**src/hw/rtl/pnad_pkg.sv**
```systemverilog
// Shared types, widths and constants for the plane normal angle deviation unit.
// Holds the arctangent table and the stage structures passed between cells.
// No dependencies.
package pnad_pkg;

   localparam int VecBits     = 20;
   localparam int VecLimit    = 1 << 18;
   localparam int NormBits    = 57;
   localparam int AngBits     = 30;
   localparam int SqrtSteps   = 32;
   localparam int CordicSteps = 31;
   localparam int CordW       = 36;
   localparam int ZW          = 34;
   localparam logic [30:0] HalfPiQ30 = 31'h6487ED51;

   typedef struct packed {
      logic valid;
      logic degen;
   } tag_type;

   typedef struct packed {
      tag_type             tag;
      logic [63:0]         rem;
      logic [63:0]         root;
      logic [AngBits-1:0]  y;
   } sqrt_stage_type;

   typedef struct packed {
      tag_type                  tag;
      logic signed [CordW-1:0]  x;
      logic signed [CordW-1:0]  y;
      logic signed [ZW-1:0]     z;
   } cordic_stage_type;

   function automatic logic [31:0] atan_q30(input int step);
      logic [31:0] r;
      case (step)
         0: r = 32'h3243F6A8;
         1: r = 32'h1DAC6705;
         2: r = 32'h0FADBAFC;
         3: r = 32'h07F56EA6;
         4: r = 32'h03FEAB76;
         5: r = 32'h01FFD55B;
         6: r = 32'h00FFFAAA;
         7: r = 32'h007FFF55;
         8: r = 32'h003FFFEA;
         9: r = 32'h001FFFFD;
         10: r = 32'h000FFFFF;
         11: r = 32'h0007FFFF;
         12: r = 32'h0003FFFF;
         13: r = 32'h0001FFFF;
         14: r = 32'h0000FFFF;
         15: r = 32'h00007FFF;
         16: r = 32'h00003FFF;
         17: r = 32'h00001FFF;
         18: r = 32'h00000FFF;
         19: r = 32'h000007FF;
         20: r = 32'h000003FF;
         21: r = 32'h000001FF;
         22: r = 32'h000000FF;
         23: r = 32'h0000007F;
         24: r = 32'h0000003F;
         25: r = 32'h0000001F;
         26: r = 32'h0000000F;
         27: r = 32'h00000008;
         28: r = 32'h00000004;
         29: r = 32'h00000002;
         30: r = 32'h00000001;
         default: r = 32'h0;
      endcase
      return r;
   endfunction

endpackage

```
**src/hw/rtl/pnad_cordic_cell.sv**
```systemverilog
// One vectoring rotation of the pipelined arctangent.
// Depends on pnad_pkg.
module pnad_cordic_cell #(
   parameter int STEP = 0
) (
   input  logic                        clock,
   input  logic                        reset,
   input  logic                        adv,
   input  pnad_pkg::cordic_stage_type  stage_in,
   output pnad_pkg::cordic_stage_type  stage_out
);

   localparam logic signed [pnad_pkg::ZW-1:0] Atan =
      $signed({2'b00, pnad_pkg::atan_q30(STEP)});

   pnad_pkg::cordic_stage_type stage_ff, stage_in_c;
   logic signed [pnad_pkg::CordW-1:0] dx, dy;

   always_comb begin
      dx = stage_in.y >>> STEP;
      dy = stage_in.x >>> STEP;
      stage_in_c = stage_in;
      if (!stage_in.y[pnad_pkg::CordW-1]) begin
         stage_in_c.x = stage_in.x + dx;
         stage_in_c.y = stage_in.y - dy;
         stage_in_c.z = stage_in.z + Atan;
      end else begin
         stage_in_c.x = stage_in.x - dx;
         stage_in_c.y = stage_in.y + dy;
         stage_in_c.z = stage_in.z - Atan;
      end
   end

   always_ff @(posedge clock) begin
      if (reset) begin
         stage_ff.tag.valid <= 1'b0;
      end else if (adv) begin
         stage_ff <= stage_in_c;
      end
   end

   assign stage_out = stage_ff;

endmodule

```
**config.mk**
```make
export PLATFORM = sky130hd
export DESIGN_NAME = pnad_cordic_cell
export DESIGN_NICKNAME = d
export VERILOG_FILES = /design/src/hw/rtl/pnad_pkg.sv /design/src/hw/rtl/pnad_cordic_cell.sv
export SDC_FILE = /design/constraint.sdc
export NUM_CORES = 1
export LEC_CHECK = 0
export ABC_AREA = 1
export BUFFER_PORTS_ARGS = -buffer_cell sky130_fd_sc_hd__buf_4
export CAP_MARGIN = 25
export CORE_ASPECT_RATIO = 2
export CORE_UTILIZATION = 55
export CTS_BUF_LIST = sky130_fd_sc_hd__clkbuf_16
export DETAILED_ROUTE_END_ITERATION = 6
export HOLD_SLACK_MARGIN = 0.05
export MAX_ROUTING_LAYER = met4
export PLACE_DENSITY = 0.78
export SLEW_MARGIN = 40
export SYNTH_ARGS = -nofsm -noshare
export SYNTH_HDL_FRONTEND = slang
export SYNTH_SLANG_ARGS = --single-unit
export TNS_END_PERCENT = 50
```
**constraint.sdc**
```tcl
create_clock -name clock -period 7.1 [get_ports clock]
set_input_delay 0.355 -clock clock [delete_from_list [all_inputs] [get_ports clock]]
set_output_delay 0.355 -clock clock [all_outputs]
set_load 0.005 [all_outputs]
```
==> summary.md <==
| Metric | Value |
|---|---|
| Critical path arrival | `3.34 ns` |
| Crit path time final | `3.23 ns` |
| Post-CTS Setup Bufs | `0` |
| Tot Pwr | `2.48 mW` |
| Clock insertion delay at the later pin of the skew report | `about 0.37 ns` |
| R2R setup slack | `6.52 ns` |
| Most frequent cells in the layout | `619 x nand2_1, 313 x inv_1, 218 x buf_4` |
| Wire length of the first global-routing pass | `81.2 mm` |
| Hold Crit Start | `stage_in[2]` |
| Synth Net Count | `2296` |
| Crit. End Element | `register` |
| Setup-failing EPs final | `0` |
| Max-slew violation count | `0` |
| Buffers on Ports | `218` |
| Final Hold Vio Count | `0` |
| Antenna violations before repair | `2` |
| P&R area growth vs syn | `15.2%` |
| Vias | `~15000` |
| Main synth FF type | `edfxtp_1` |
| Synthesis warning total | `0` |
| Crit path kind | `in2reg` |
| Placed Area | `about 15000 µm²` |
| Max reg flops | `107` |
| RR Startpoint | `stage_out[107]` |
| Cells resized by post-CTS repair | `0` |
| Period utilization | `0.455` |
| Clk sink count | `107` |
| Critical path fanouts, max | `10` |
| Relative slew slack | `0.373` |
| Nets | `2480` |
| Commonest non-fill, non-tap cell in the layout | `nand2_1` |
| Share of layout cells above drive strength 1 | `0.133` |
| GRT overflow | `0` |
| Fmax | `0.310 GHz` |
| # fillers | `2202` |
| Setup ws final | `about 3.9 ns` |
| Vias per cell | `slightly below 6` |
| Final Wtd Congestion | `between 1 and 1.5` |
| Violated checks | `DRC` |
| Boundary Pins | `around 220` |
| Post-Route Setup TNS | `0 ns` |
| Clk slew on worst S/H paths | `0.08 ns` |
| Overall routing resource usage | `0.459` |
| Post-Place Worst Slack | `3.73 ns` |
| 1st-pass router iterations | `7` |
| DIE WIDTH | `~110 µm` |
| Hold buffers post-CTS | `0` |
| Hold worst-path end | `stage_out[2]` |
| TritonCTS clock tree | `done` |
| Tightest Hold Check Type | `in2reg` |
| DR iter-0 viols | `1236` |
| Routed WL per cell | `around 22 µm` |
| Reg2reg end | `stage_out[107]` |
| Post-synth EDFFs | `106` |
| Flops & latches, synth | `107` |
| MaxCap Viol Count | `0` |
| Reg2Reg Depth | `2` |
| Status | `complete, but fails checks` |
| DRT Wirelength | `54.7 mm` |
| Register area share after synthesis | `0.243` |
| Hold Path Depth | `1` |
| RSZ-0062 raised after global routing | `no` |
| CTS Root Cell | `clkbuf_16` |
| Fin Hold WS | `0.151 ns` |
| Syn Std Cell Area | `13200 µm²` |
| DRC errors left | `22` |
| VDD IR-drop max | `0.122 mV` |
| Leakage | `approximately 7.8 nW` |
| Worst setup SP type | `input pin` |
| Design Area, Final | `between 15000 and 20000 µm²` |
| Initial Utilization | `0.563` |
| Vias in the first global route | `between 10000 and 15000` |
| Clock skew | `0 ns` |
| Power per cell area | `164 nW/µm²` |
| Row count | `79` |
| Fin cells | `2517` |
| Die Y | `221 µm` |
| Largest net degree at the start of global routing | `83` |
| Post-synth ARST share | `0` |
| Antenna Violating Nets Remaining | `0` |
| Floorplan core area | `~23000 µm²` |
| H-tree depth | `3` |
| Synth Area per Inst | `6.45 µm²` |
| DP HPWL | `45.1 mm` |
| Dpl cells | `2498` |
| Clock Path Buffers | `2` |
| Post-synthesis cell type count | `45` |
| Worst slew pin tran | `~0.94 ns` |
| Die Footprint | `24600 µm²` |
| CTS buffer count | `9` |
| Post-layout util | `0.648` |
| Syn Inst Count | `2043` |
| WP data required | `7.21 ns` |
per-layer routing:
| metal | share of wire | vias to the layer above | GRT usage |
|---|---|---|---|
| met2 | 0.50 | 790 | 0.796 |
| li1 | - | 6936 | - |
| met3 | 0.068 | 369 | 0.115 |
| met4 | 0.14 | 0 | 0.549 |
| met1 | 0.29 | 6647 | 0.352 |
| met5 | 0 | - | - |
cell usage after synthesis (2+ instances only):
cell | count | area share
a21oi_1 | 162 | 0.062
a21o_1 | 2 | 0.0011
or2_0 | 3 | 0.0014
o21ai_2 | 3 | 0.0020
o21a_1 | 5 | 0.0028
o211ai_1 | 2 | 0.0011
nand2_1 | 619 | 0.18
nand3_1 | 171 | 0.065
edfxtp_1 | 106 | 0.24
and2_1 | 4 | 0.0019
buf_6 | 6 | 0.0051
nand3b_1 | 2 | 0.0011
clkbuf_8 | 2 | 0.0021
nor3_2 | 3 | 0.0023
nor2_1 | 178 | 0.051
buf_2 | 9 | 0.0034
fa_1 | 4 | 0.0061
nor2_4 | 4 | 0.0034
o21ai_0 | 96 | 0.036
nor2_2 | 13 | 0.0062
o22ai_1 | 8 | 0.0038
or2_2 | 2 | 0.00095
xor2_1 | 46 | 0.031
inv_2 | 5 | 0.0014
o21ai_1 | 9 | 0.0034
clkbuf_1 | 6 | 0.0017
o21bai_1 | 24 | 0.014
buf_1 | 2 | 0.00057
inv_1 | 314 | 0.089
nand4_1 | 11 | 0.0052
xnor2_1 | 6 | 0.0040
a21oi_2 | 3 | 0.0020
o2111ai_1 | 2 | 0.0013
nand2_2 | 17 | 0.0081
a31oi_1 | 3 | 0.0014
nor3_1 | 19 | 0.0072
buf_4 | 23 | 0.013
ha_1 | 138 | 0.13
nand3_2 | 5 | 0.0038
logic make-up after synthesis:
logic type / after synthesis / share of synthesized area
fa+ha+maj: 142 / 0.137
simple gates: 1053 / 0.335
compound gates: 321 / 0.132
flops: 107 / 0.243
buf+inv: 367 / 0.117
xor+xnor: 53 / 0.0358
critical path, cell delays in order:
cell and delay (ns):
buf_4 0.10, inv_1 0.04, ha_1 0.72, inv_1 0.37
a21oi_1 0.29, o21ai_0 0.14, nand2_1 0.09, nand2_1 0.10
a21oi_1 0.68, nand3_1 0.20, nand3_1 0.14, nand2_1 0.12
report_power, final:
part | switching, mW | internal (mW)
registers | 0.0259 | 0.789
clock network | 0.272 | 0.248
logic | 0.769 | 0.381
total | 1.07 | 1.42
cell type report:
class | count | area, µm² | area share
multi-input cells | 1569 | 8440 | 0.556
flip-flops and latches | 107 | 3200 | 0.211
repair buffers | 221 | 1690 | 0.111
inverters | 319 | 1200 | 0.0789
well taps | 283 | 354 | 0.0233
clock buffers | 9 | 225 | 0.0148
clock inverters | 7 | 68.8 | 0.00453
diodes | 2 | 5.00 | 0.000330
how the worst max path moves through the flow:
stage | cells past startpoint | slack [ns] | end | start
after floorplan | 2 | 1.67 | stage_out[0] | adv
after global placement | 10 | 3.64 | stage_out[32] | stage_in[69]
after detailed placement | 12 | 3.73 | stage_out[68] | stage_in[65]
after CTS | 12 | 4.12 | stage_out[68] | stage_in[65]
after global routing | 12 | 3.81 | stage_out[64] | stage_in[57]
final | 12 | 3.87 | stage_out[64] | stage_in[57]
No activity file was read; power rests on OpenSTA's default activity.
