===== src/hw/rtl/pnad_pkg.sv =====
// Shared types, widths and constants for the plane normal angle deviation unit.
// Holds the arctangent table and the stage structures passed between cells.
// No dependencies.
package pnad_pkg;

   localparam int VecBits     = 20;
   localparam int VecLimit    = 1 << 18;
   localparam int NormBits    = 57;
   localparam int AngBits     = 30;
   localparam int SqrtSteps   = 32;
   localparam int CordicSteps = 31;
   localparam int CordW       = 36;
   localparam int ZW          = 34;
   localparam logic [30:0] HalfPiQ30 = 31'h6487ED51;

   typedef struct packed {
      logic valid;
      logic degen;
   } tag_type;

   typedef struct packed {
      tag_type             tag;
      logic [63:0]         rem;
      logic [63:0]         root;
      logic [AngBits-1:0]  y;
   } sqrt_stage_type;

   typedef struct packed {
      tag_type                  tag;
      logic signed [CordW-1:0]  x;
      logic signed [CordW-1:0]  y;
      logic signed [ZW-1:0]     z;
   } cordic_stage_type;

   function automatic logic [31:0] atan_q30(input int step);
      logic [31:0] r;
      case (step)
         0: r = 32'h3243F6A8;
         1: r = 32'h1DAC6705;
         2: r = 32'h0FADBAFC;
         3: r = 32'h07F56EA6;
         4: r = 32'h03FEAB76;
         5: r = 32'h01FFD55B;
         6: r = 32'h00FFFAAA;
         7: r = 32'h007FFF55;
         8: r = 32'h003FFFEA;
         9: r = 32'h001FFFFD;
         10: r = 32'h000FFFFF;
         11: r = 32'h0007FFFF;
         12: r = 32'h0003FFFF;
         13: r = 32'h0001FFFF;
         14: r = 32'h0000FFFF;
         15: r = 32'h00007FFF;
         16: r = 32'h00003FFF;
         17: r = 32'h00001FFF;
         18: r = 32'h00000FFF;
         19: r = 32'h000007FF;
         20: r = 32'h000003FF;
         21: r = 32'h000001FF;
         22: r = 32'h000000FF;
         23: r = 32'h0000007F;
         24: r = 32'h0000003F;
         25: r = 32'h0000001F;
         26: r = 32'h0000000F;
         27: r = 32'h00000008;
         28: r = 32'h00000004;
         29: r = 32'h00000002;
         30: r = 32'h00000001;
         default: r = 32'h0;
      endcase
      return r;
   endfunction

endpackage


===== src/hw/rtl/pnad_sqrt_cell.sv =====
// One digit step of the pipelined integer square root.
// Depends on pnad_pkg.
module pnad_sqrt_cell #(
   parameter int STEP = 0
) (
   input  logic                      clock,
   input  logic                      reset,
   input  logic                      adv,
   input  pnad_pkg::sqrt_stage_type  stage_in,
   output pnad_pkg::sqrt_stage_type  stage_out
);

   localparam logic [63:0] Bit = 64'd1 << (62 - 2 * STEP);

   pnad_pkg::sqrt_stage_type stage_ff, stage_in_c;
   logic [63:0] trial;

   always_comb begin
      trial = stage_in.root + Bit;
      stage_in_c = stage_in;
      if (stage_in.rem >= trial) begin
         stage_in_c.rem  = stage_in.rem - trial;
         stage_in_c.root = (stage_in.root >> 1) + Bit;
      end else begin
         stage_in_c.root = stage_in.root >> 1;
      end
   end

   always_ff @(posedge clock) begin
      if (reset) begin
         stage_ff.tag.valid <= 1'b0;
      end else if (adv) begin
         stage_ff <= stage_in_c;
      end
   end

   assign stage_out = stage_ff;

endmodule


===== config.mk =====
export PLATFORM = sky130hd
export DESIGN_NAME = pnad_sqrt_cell
export DESIGN_NICKNAME = d
export VERILOG_FILES = /design/src/hw/rtl/pnad_pkg.sv /design/src/hw/rtl/pnad_sqrt_cell.sv
export SDC_FILE = /design/constraint.sdc
export NUM_CORES = 1
export LEC_CHECK = 0
export ABC_AREA = 1
export BUFFER_PORTS_ARGS = -buffer_cell sky130_fd_sc_hd__buf_2
export CORE_MARGIN = 2
export CORE_UTILIZATION = 38
export CTS_CLUSTER_DIAMETER = 60
export CTS_CLUSTER_SIZE = 12
export DETAILED_ROUTE_END_ITERATION = 12
export PLACE_DENSITY = 0.71
export REMOVE_ABC_BUFFERS = 1
export SETUP_SLACK_MARGIN = 0.3
export SYNTH_ARGS = -nofsm -noshare
export SYNTH_HDL_FRONTEND = slang
export SYNTH_SLANG_ARGS = --single-unit

===== constraint.sdc =====
create_clock -name clock -period 17.8 [get_ports clock]
set_input_delay 1.78 -clock clock [delete_from_list [all_inputs] [get_ports clock]]
set_output_delay 1.78 -clock clock [all_outputs]
set_load 0.01 [all_outputs]

==> run_results.csv, run 1 <==
group,metric,value,unit
power_and_ir_drop,p_per_area,80.7,nW/µm²
global_routing,grt_pass1_vias,11300,
sta,tns,0,ns
worst_setup_path,worstSetupPathType,"input pin to flip-flop",
clocking,hold_buffers,0,
clocking,path_clk_slew,0.06,ns
worst_setup_path,cp.arrival,4.92,ns
detailed_routing,drtIter0Drc,730,
layout,area_growth,21.9,%
worst_setup_path,cp_slowest_cell,"nand2_4",
layout,nFillCells,3271,
sta,finClkSkew,0,ns
detailed_routing,avgRoutedWirePerCell,16.6,µm
global_routing,use_met1,34.8,%
logic_synthesis,synthCells,1751,
floorplanning,io_pins,323,
global_routing,grt_use_met2,42.6,%
global_routing,antenna_found_initial,0,
layout,final_area,14600,µm²
detailed_routing,antenna_left,0,
logic_synthesis,synth_cell_type_count,29,
sta,whs,0.454,ns
sta,layout_worst_path_cycle_share,26.5,%
global_routing,met3_usage,3.53,%
detailed_routing,vias,11700,
worst_setup_path,critPathLaunchType,"input pin",
worst_setup_path,r2r-end,"stage_out[159]$_SDFFE_PP0P_",
logic_synthesis,synth_most_common_cell,"nand2_1",
worst_setup_path,critPathLaunch,"stage_in[61]",
detailed_routing,drc,0,
worst_setup_path,rrSetupSlack,17.26,ns
logic_synthesis,yosys.area.top_type,"edfxtp_1",
logic_synthesis,ys_ff_latch,160,
clocking,clk_latency,0.44,ns
sta,layout_min_cycle_time,4.72,ns
job,timing.max_cap.violations,0,
logic_synthesis,postSynth.topFlopCell,"edfxtp_1",
clocking,htree_levels,4,
placed_design,gp_congestion,0.931,
sta,rsz0062_at_grt,"false",
placed_design,port_buffers,322,
floorplanning,rows,64,
clocking,cts_tree,"done",
logic_synthesis,synth_edf_count,159,
global_routing,grtUsageTotal,25.2,%
logic_synthesis,yosysWarnings,0,
sta,worst_slack,13.08,ns
worst_setup_path,slowest_delay,0.65,ns
worst_setup_path,endpoint,"stage_out[127]$_DFFE_PP_",
layout,drive_gt1_share,19.1,%
layout,fin_util,47.3,%
worst_setup_path,crit_fanout,68,
clocking,cts_sinks,160,
layout,largest_register_ffs,160,
global_routing,busiest_layer,"met2",
clocking,cts-buffers-inserted,17,
placed_design,place_ws,12.59,ns
floorplanning,start_util,38.8,%
min_path,hold_path.class,"flip-flop to flip-flop",
sta,setup_viol,0,
clocking,post_cts_resized,0,
worst_setup_path,r2r_cells,2,
worst_setup_path,crit_required,18.00,ns
sta,worst_pin_slew,0.948,ns
logic_synthesis,synth.area.top_cells,"edfxtp_1 40%, nand2_1 24%, inv_1 13%",
floorplanning,die_area,32900,µm²
power_and_ir_drop,p_leak,8.27,nW
logic_synthesis,netlist_area,11900,µm²
sta,hold_viol_final,0,
worst_setup_path,cp-end-kind,"flip-flop",
clocking,clockRootBuffer,"clkbuf_16",
clocking,cts_setup_buffers,0,
status,status,"complete, no violations",
floorplanning,chipWidth,181,µm
global_routing,grt_pass1_wl,63100,µm
logic_synthesis,postSynthAreaPerCell,6.82,µm²
worst_setup_path,crit_chain,"buf_2 > inv_1 > ha_1 > nand2_1 > nor2_2 > nand2_1 > nor2_2 > nand4_1 > nand3_2 > nand2_2 > nand2_4 > inv_4 > nand2_1 > nand2_1",
detailed_routing,dr.pass1.iters,7,
logic_synthesis,yosysTopAreaCellShare,40.0,%
worst_setup_path,r2r_start,"stage_out[159]$_SDFFE_PP0P_",
floorplanning,die_h,181,µm
placed_design,placed_cell_area,14000,µm²
logic_synthesis,synth.top_cells.by_count,"763 x nand2_1, 399 x inv_1, 159 x edfxtp_1, 112 x nor2_1, 80 x nand3_1",
global_routing,overflow,0,
detailed_routing,vias_per_cell,4.68,
placed_design,dp_hpwl,34500,µm
sta,max_slew_margin,36.8,%
worst_setup_path,cp_common_cell,"nand2_1",
sta,maxSlewViolCount,0,
placed_design,placedCellCount,2458,
layout,diodes,0,
logic_synthesis,yosysSeqAreaShare,40.2,%
sta,fmax,212,MHz
layout,stdcell_count,2490,
power_and_ir_drop,total_power,1.17,mW
power_and_ir_drop,ir_drop,0.0544,mV
logic_synthesis,async_flop_share,0,%
detailed_routing,wirelength,41300,µm
clocking,clockBufferDepth,2,
layout,layout.nets,2309,
global_routing,grt_max_degree,73,
floorplanning,core_area,30700,µm²
==> where the power goes <==
| group | switching (mW) | internal, mW | total, mW | leakage, nW |
|---|---|---|---|---|
| clock | 0.165 | 0.208 | 0.373 | 0.288 |
| combinational | 0.227 | 0.110 | 0.337 | 6.50 |
| sequential | 0.00733 | 0.456 | 0.464 | 1.49 |
| total | 0.400 | 0.774 | 1.17 | 8.27 |
==> worst min-delay path by stage <==
stage	start	endpoint	slack (ns)	cells past startpoint
after global placement	stage_out[159]$_SDFFE_PP0P_	stage_out[159]$_SDFFE_PP0P_	0.44	2
after CTS	stage_out[159]$_SDFFE_PP0P_	stage_out[159]$_SDFFE_PP0P_	0.46	2
after detailed placement	stage_out[159]$_SDFFE_PP0P_	stage_out[159]$_SDFFE_PP0P_	0.45	2
final	stage_out[159]$_SDFFE_PP0P_	stage_out[159]$_SDFFE_PP0P_	0.45	2
after global routing	stage_out[159]$_SDFFE_PP0P_	stage_out[159]$_SDFFE_PP0P_	0.48	2
after floorplan	stage_out[159]$_SDFFE_PP0P_	stage_out[159]$_SDFFE_PP0P_	0.48	2
==> cells by family (layout without fill, tap and decap cells) <==
family                     Yosys count  count (layout)  synth area share [%]
AOI/OAI and AO/OA                   52              52                  2.21
buffers and inverters              422             765                  13.7
xor gates and xnor gates            32              32                  2.35
adders and majority gates           65              65                  6.87
DFF                                160             160                  40.2
and+or+nand+nor                   1020            1020                  34.7
==> cell usage in the layout (no fill, tap or decap), types with 11 or more instances in the layout <==
master,netlist,layout
xor2_1,30,30
nor2_1,112,111
nand4_1,20,20
nand3_1,80,80
clkbuf_16,0,17
nand2_1,763,763
buf_2,9,322
nand3_2,11,11
edfxtp_1,159,159
a21oi_1,43,43
ha_1,64,64
inv_1,399,399
==> critical path: cells and delay by family <==
kind          cells  cell delay (ns)
fa+ha+maj         1             0.35
simple gates     10             2.09
buf+inv           3             0.63
==> final cells by class <==
class                      instances  area [µm²]  area share (%)
sequential                       160        4790            32.9
timing repair buffer             324        1630            11.2
multi-input combinational       1169        5520            37.9
tap                              396         495            3.40
clock buffer                      17         425            2.92
inverter                         409        1540            10.6
clock inverter                    15         159            1.09
==> routing by layer <==
layer	wire, µm	share of wire [%]
met5	0	0
met4	284	0.69
met2	19400	47
met3	2150	5.2
met1	19500	47
No activity file was read; power rests on OpenSTA's default activity.
==> run 2: changes to the inputs <==
Settings changed: ABC_AREA 1 to 0, PLACE_DENSITY 0.71 to 0.75.
Clock period 17.8 ns to 4.3 ns, I/O delays scaled along.
==> run_results.csv, run 2 <==
group,metric,value,unit
logic_synthesis,synth_most_common_cell,"edfxtp_1",
layout,layout.nets,1475,
detailed_routing,vias_per_cell,5.27,
sta,max_slew_margin,34.7,%
global_routing,antenna_found_initial,8,
detailed_routing,vias,8419,
global_routing,grt_max_degree,160,
sta,fmax,291,MHz
sta,maxSlewViolCount,0,
placed_design,port_buffers,322,
clocking,cts-buffers-inserted,17,
worst_setup_path,cp_common_cell,"a21oi_1",
status,status,"complete, no violations",
worst_setup_path,critPathLaunch,"stage_in[94]",
sta,worst_pin_slew,0.980,ns
floorplanning,die_h,164,µm
logic_synthesis,ys_ff_latch,160,
sta,rsz0062_at_grt,"false",
logic_synthesis,yosysTopAreaCellShare,49.1,%
global_routing,overflow,0,
worst_setup_path,crit_required,4.49,ns
min_path,hold_path.class,"input pin to flip-flop",
worst_setup_path,crit_family,"compound AO/OA/AOI/OAI gates",
worst_setup_path,worstSetupPathType,"input pin to flip-flop",
clocking,post_cts_resized,0,
layout,stdcell_count,1597,
logic_synthesis,yosysWarnings,0,
worst_setup_path,critPathLaunchType,"input pin",
layout,multi_input_area,4500,µm²
worst_setup_path,r2r-end,"stage_out[159]$_SDFFE_PP0P_",
power_and_ir_drop,power.switching,1.51,mW
layout,largest_register_ffs,160,
placed_design,dp_hpwl,21800,µm
sta,finClkSkew,0,ns
logic_synthesis,synth.top_cells.by_count,"159 x edfxtp_1, 112 x a21oi_1, 91 x nor2_1, 78 x inv_1, 64 x ha_1",
clocking,clockBufferDepth,2,
layout,ff_latch_area,4790,µm²
worst_setup_path,cp-end-kind,"flip-flop",
clocking,cts_setup_buffers,0,
detailed_routing,drtIter0Drc,734,
logic_synthesis,synth_cell_type_count,68,
logic_synthesis,synth.area.top_cells,"edfxtp_1 49%, ha_1 8.2%, a21oi_1 5.8%",
floorplanning,core_area,25200,µm²
power_and_ir_drop,seq_power_share,41.2,%
sta,layout_worst_path_cycle_share,79.9,%
logic_synthesis,postSynthAreaPerCell,10.4,µm²
worst_setup_path,crit_chain,"buf_2 > inv_1 > ha_1 > fa_1 > nand2b_1 > a21oi_1 > o21ai_1 > a211oi_2 > nor4_4 > o31ai_2 > a21oi_1 > o31ai_1 > xor2_1 > mux2_1",
floorplanning,chipWidth,164,µm
floorplanning,start_util,38.6,%
worst_setup_path,cp_slowest_cell,"o31ai_2",
clocking,htree_levels,4,
worst_setup_path,rrSetupSlack,3.72,ns
power_and_ir_drop,p_clk_share,33.6,%
min_path,whs_endpoint,"stage_out[13]$_DFFE_PP_",
min_path,hold_path_depth,1,
logic_synthesis,async_flop_share,0,%
logic_synthesis,postSynth.topFlopCell,"edfxtp_1",
detailed_routing,drc,0,
clocking,hold_buffers,0,
floorplanning,rows,58,
detailed_routing,avgRoutedWirePerCell,17.6,µm
detailed_routing,wirelength,28100,µm
placed_design,gp_congestion,0.882,
power_and_ir_drop,p_per_area,379,nW/µm²
sta,hold_viol_final,0,
floorplanning,io_pins,323,
layout,area_growth,26.6,%
layout,nFillCells,2365,
logic_synthesis,yosysSeqAreaShare,49.3,%
worst_setup_path,r2r_start,"stage_out[159]$_SDFFE_PP0P_",
clocking,cts_sinks,160,
sta,tns,0,ns
layout,layout_common_cells,"322 x buf_2, 159 x edfxtp_1, 112 x a21oi_1",
sta,setup_viol,0,
power_and_ir_drop,ir_drop,0.267,mV
clocking,clk_latency,0.43,ns
logic_synthesis,synthCells,936,
min_path,min_from,"stage_in[13]",
placed_design,placedCellCount,1558,
clocking,path_clk_slew,0.08,ns
sta,whs,0.163,ns
worst_setup_path,cp.arrival,3.62,ns
power_and_ir_drop,combPwrFrac,25.2,%
layout,drive_gt1_share,30.0,%
worst_setup_path,crit_fanout,4,
clocking,cts_tree,"done",
detailed_routing,antenna_left,0,
sta,layout_min_cycle_time,3.44,ns
worst_setup_path,critical_path_buf_inv_count,2,
logic_synthesis,netlist_area,9720,µm²
logic_synthesis,yosys.area.top_type,"edfxtp_1",
global_routing,grt_pass1_vias,8150,
power_and_ir_drop,intPower,3.15,mW
job,timing.max_cap.violations,0,
logic_synthesis,synth_edf_count,159,
worst_setup_path,r2r_cells,2,
global_routing,grtUsageTotal,20.5,%
worst_setup_path,slowest_delay,0.45,ns
detailed_routing,dr.pass1.iters,7,
global_routing,grt_pass1_wl,42600,µm
power_and_ir_drop,sw_frac_of_total,32.3,%
power_and_ir_drop,p_leak,5.38,nW
layout,final_common_cell,"buf_2",
clocking,clockRootBuffer,"clkbuf_16",
floorplanning,die_area,26900,µm²
run 2: cell types whose count changed in the layout (fill, tap and decap cells not counted), moves of 14 or more:
cell,delta
inv_1,-321
nand3_1,-73
xnor2_1,+36
o21ai_0,+27
a21o_1,+32
a21oi_1,+69
nor2_1,-20
nand2_1,-709
nand2b_1,+14
run 2: routing by layer:
layer	global-route usage, %	up-vias	part of all wire (%)
li1	-	4084	-
met1	26.4	3952	42
met2	33.5	328	48
met3	4.49	53	6.8
met4	8.33	2	3.2
met5	0	-	0.046
run 2: power by group through the flow:
stage | clock [mW] | sequential [mW] | combinational [mW]
2_1_floorplan | 0 | 2.04 | 0.685
3_5_place_dp | 0 | 1.95 | 1.16
4_1_cts | 1.60 | 1.92 | 1.17
5_1_grt | 1.65 | 1.93 | 1.30
6_report | 1.57 | 1.92 | 1.18
3_3_place_gp | 0 | 1.95 | 1.14
run 2: metrics by stage:
stage          worst slack [ns]  cell area [µm²]  total power [mW]  util, %
2_1_floorplan             -3.88             9570              2.73        -
3_3_place_gp              0.575            11700              3.10     46.4
3_5_place_dp              0.449            11700              3.11     46.4
4_1_cts                   0.903            12300              4.69     48.8
5_1_grt                   0.744            12300              4.88     48.8
6_report                  0.864            12300              4.66     48.9
run 2: worst max-delay path by stage:
stage,endpoint,slack (ns),cells after the start
2_1_floorplan,stage_out[0]$_DFFE_PP_,-3.88,1
3_3_place_gp,stage_out[146]$_DFFE_PP_,0.57,14
3_5_place_dp,stage_out[146]$_DFFE_PP_,0.45,14
4_1_cts,stage_out[146]$_DFFE_PP_,0.90,14
5_1_grt,stage_out[146]$_DFFE_PP_,0.74,14
6_report,stage_out[146]$_DFFE_PP_,0.86,14
run 2: worst register-to-register path, cell delays in order, from the launching register on:
cell     delay, ns
dfxtp_1       0.31
mux2i_1       0.12
nor2_1        0.05
run 2: kinds of logic after synthesis:
logic type | count (synthesis) | synth area share (%)
buffers and inverters | 112 | 4.58
adder cells (fa/ha/maj) | 65 | 8.44
flip-flops | 160 | 49.3
XOR/XNOR | 59 | 5.31
AO/OA/AOI/OAI | 272 | 17.7
AND/OR/NAND/NOR | 251 | 12.7
multiplexers | 17 | 1.92
run 2: layout make-up:
type,count,area share [%]
flip-flops and latches,160,39.0
multi-input cells,664,36.6
repair buffers,326,13.6
clock buffers,17,3.46
well taps,330,3.36
inverters,78,2.38
clock inverters,15,1.49
diodes,7,0.142
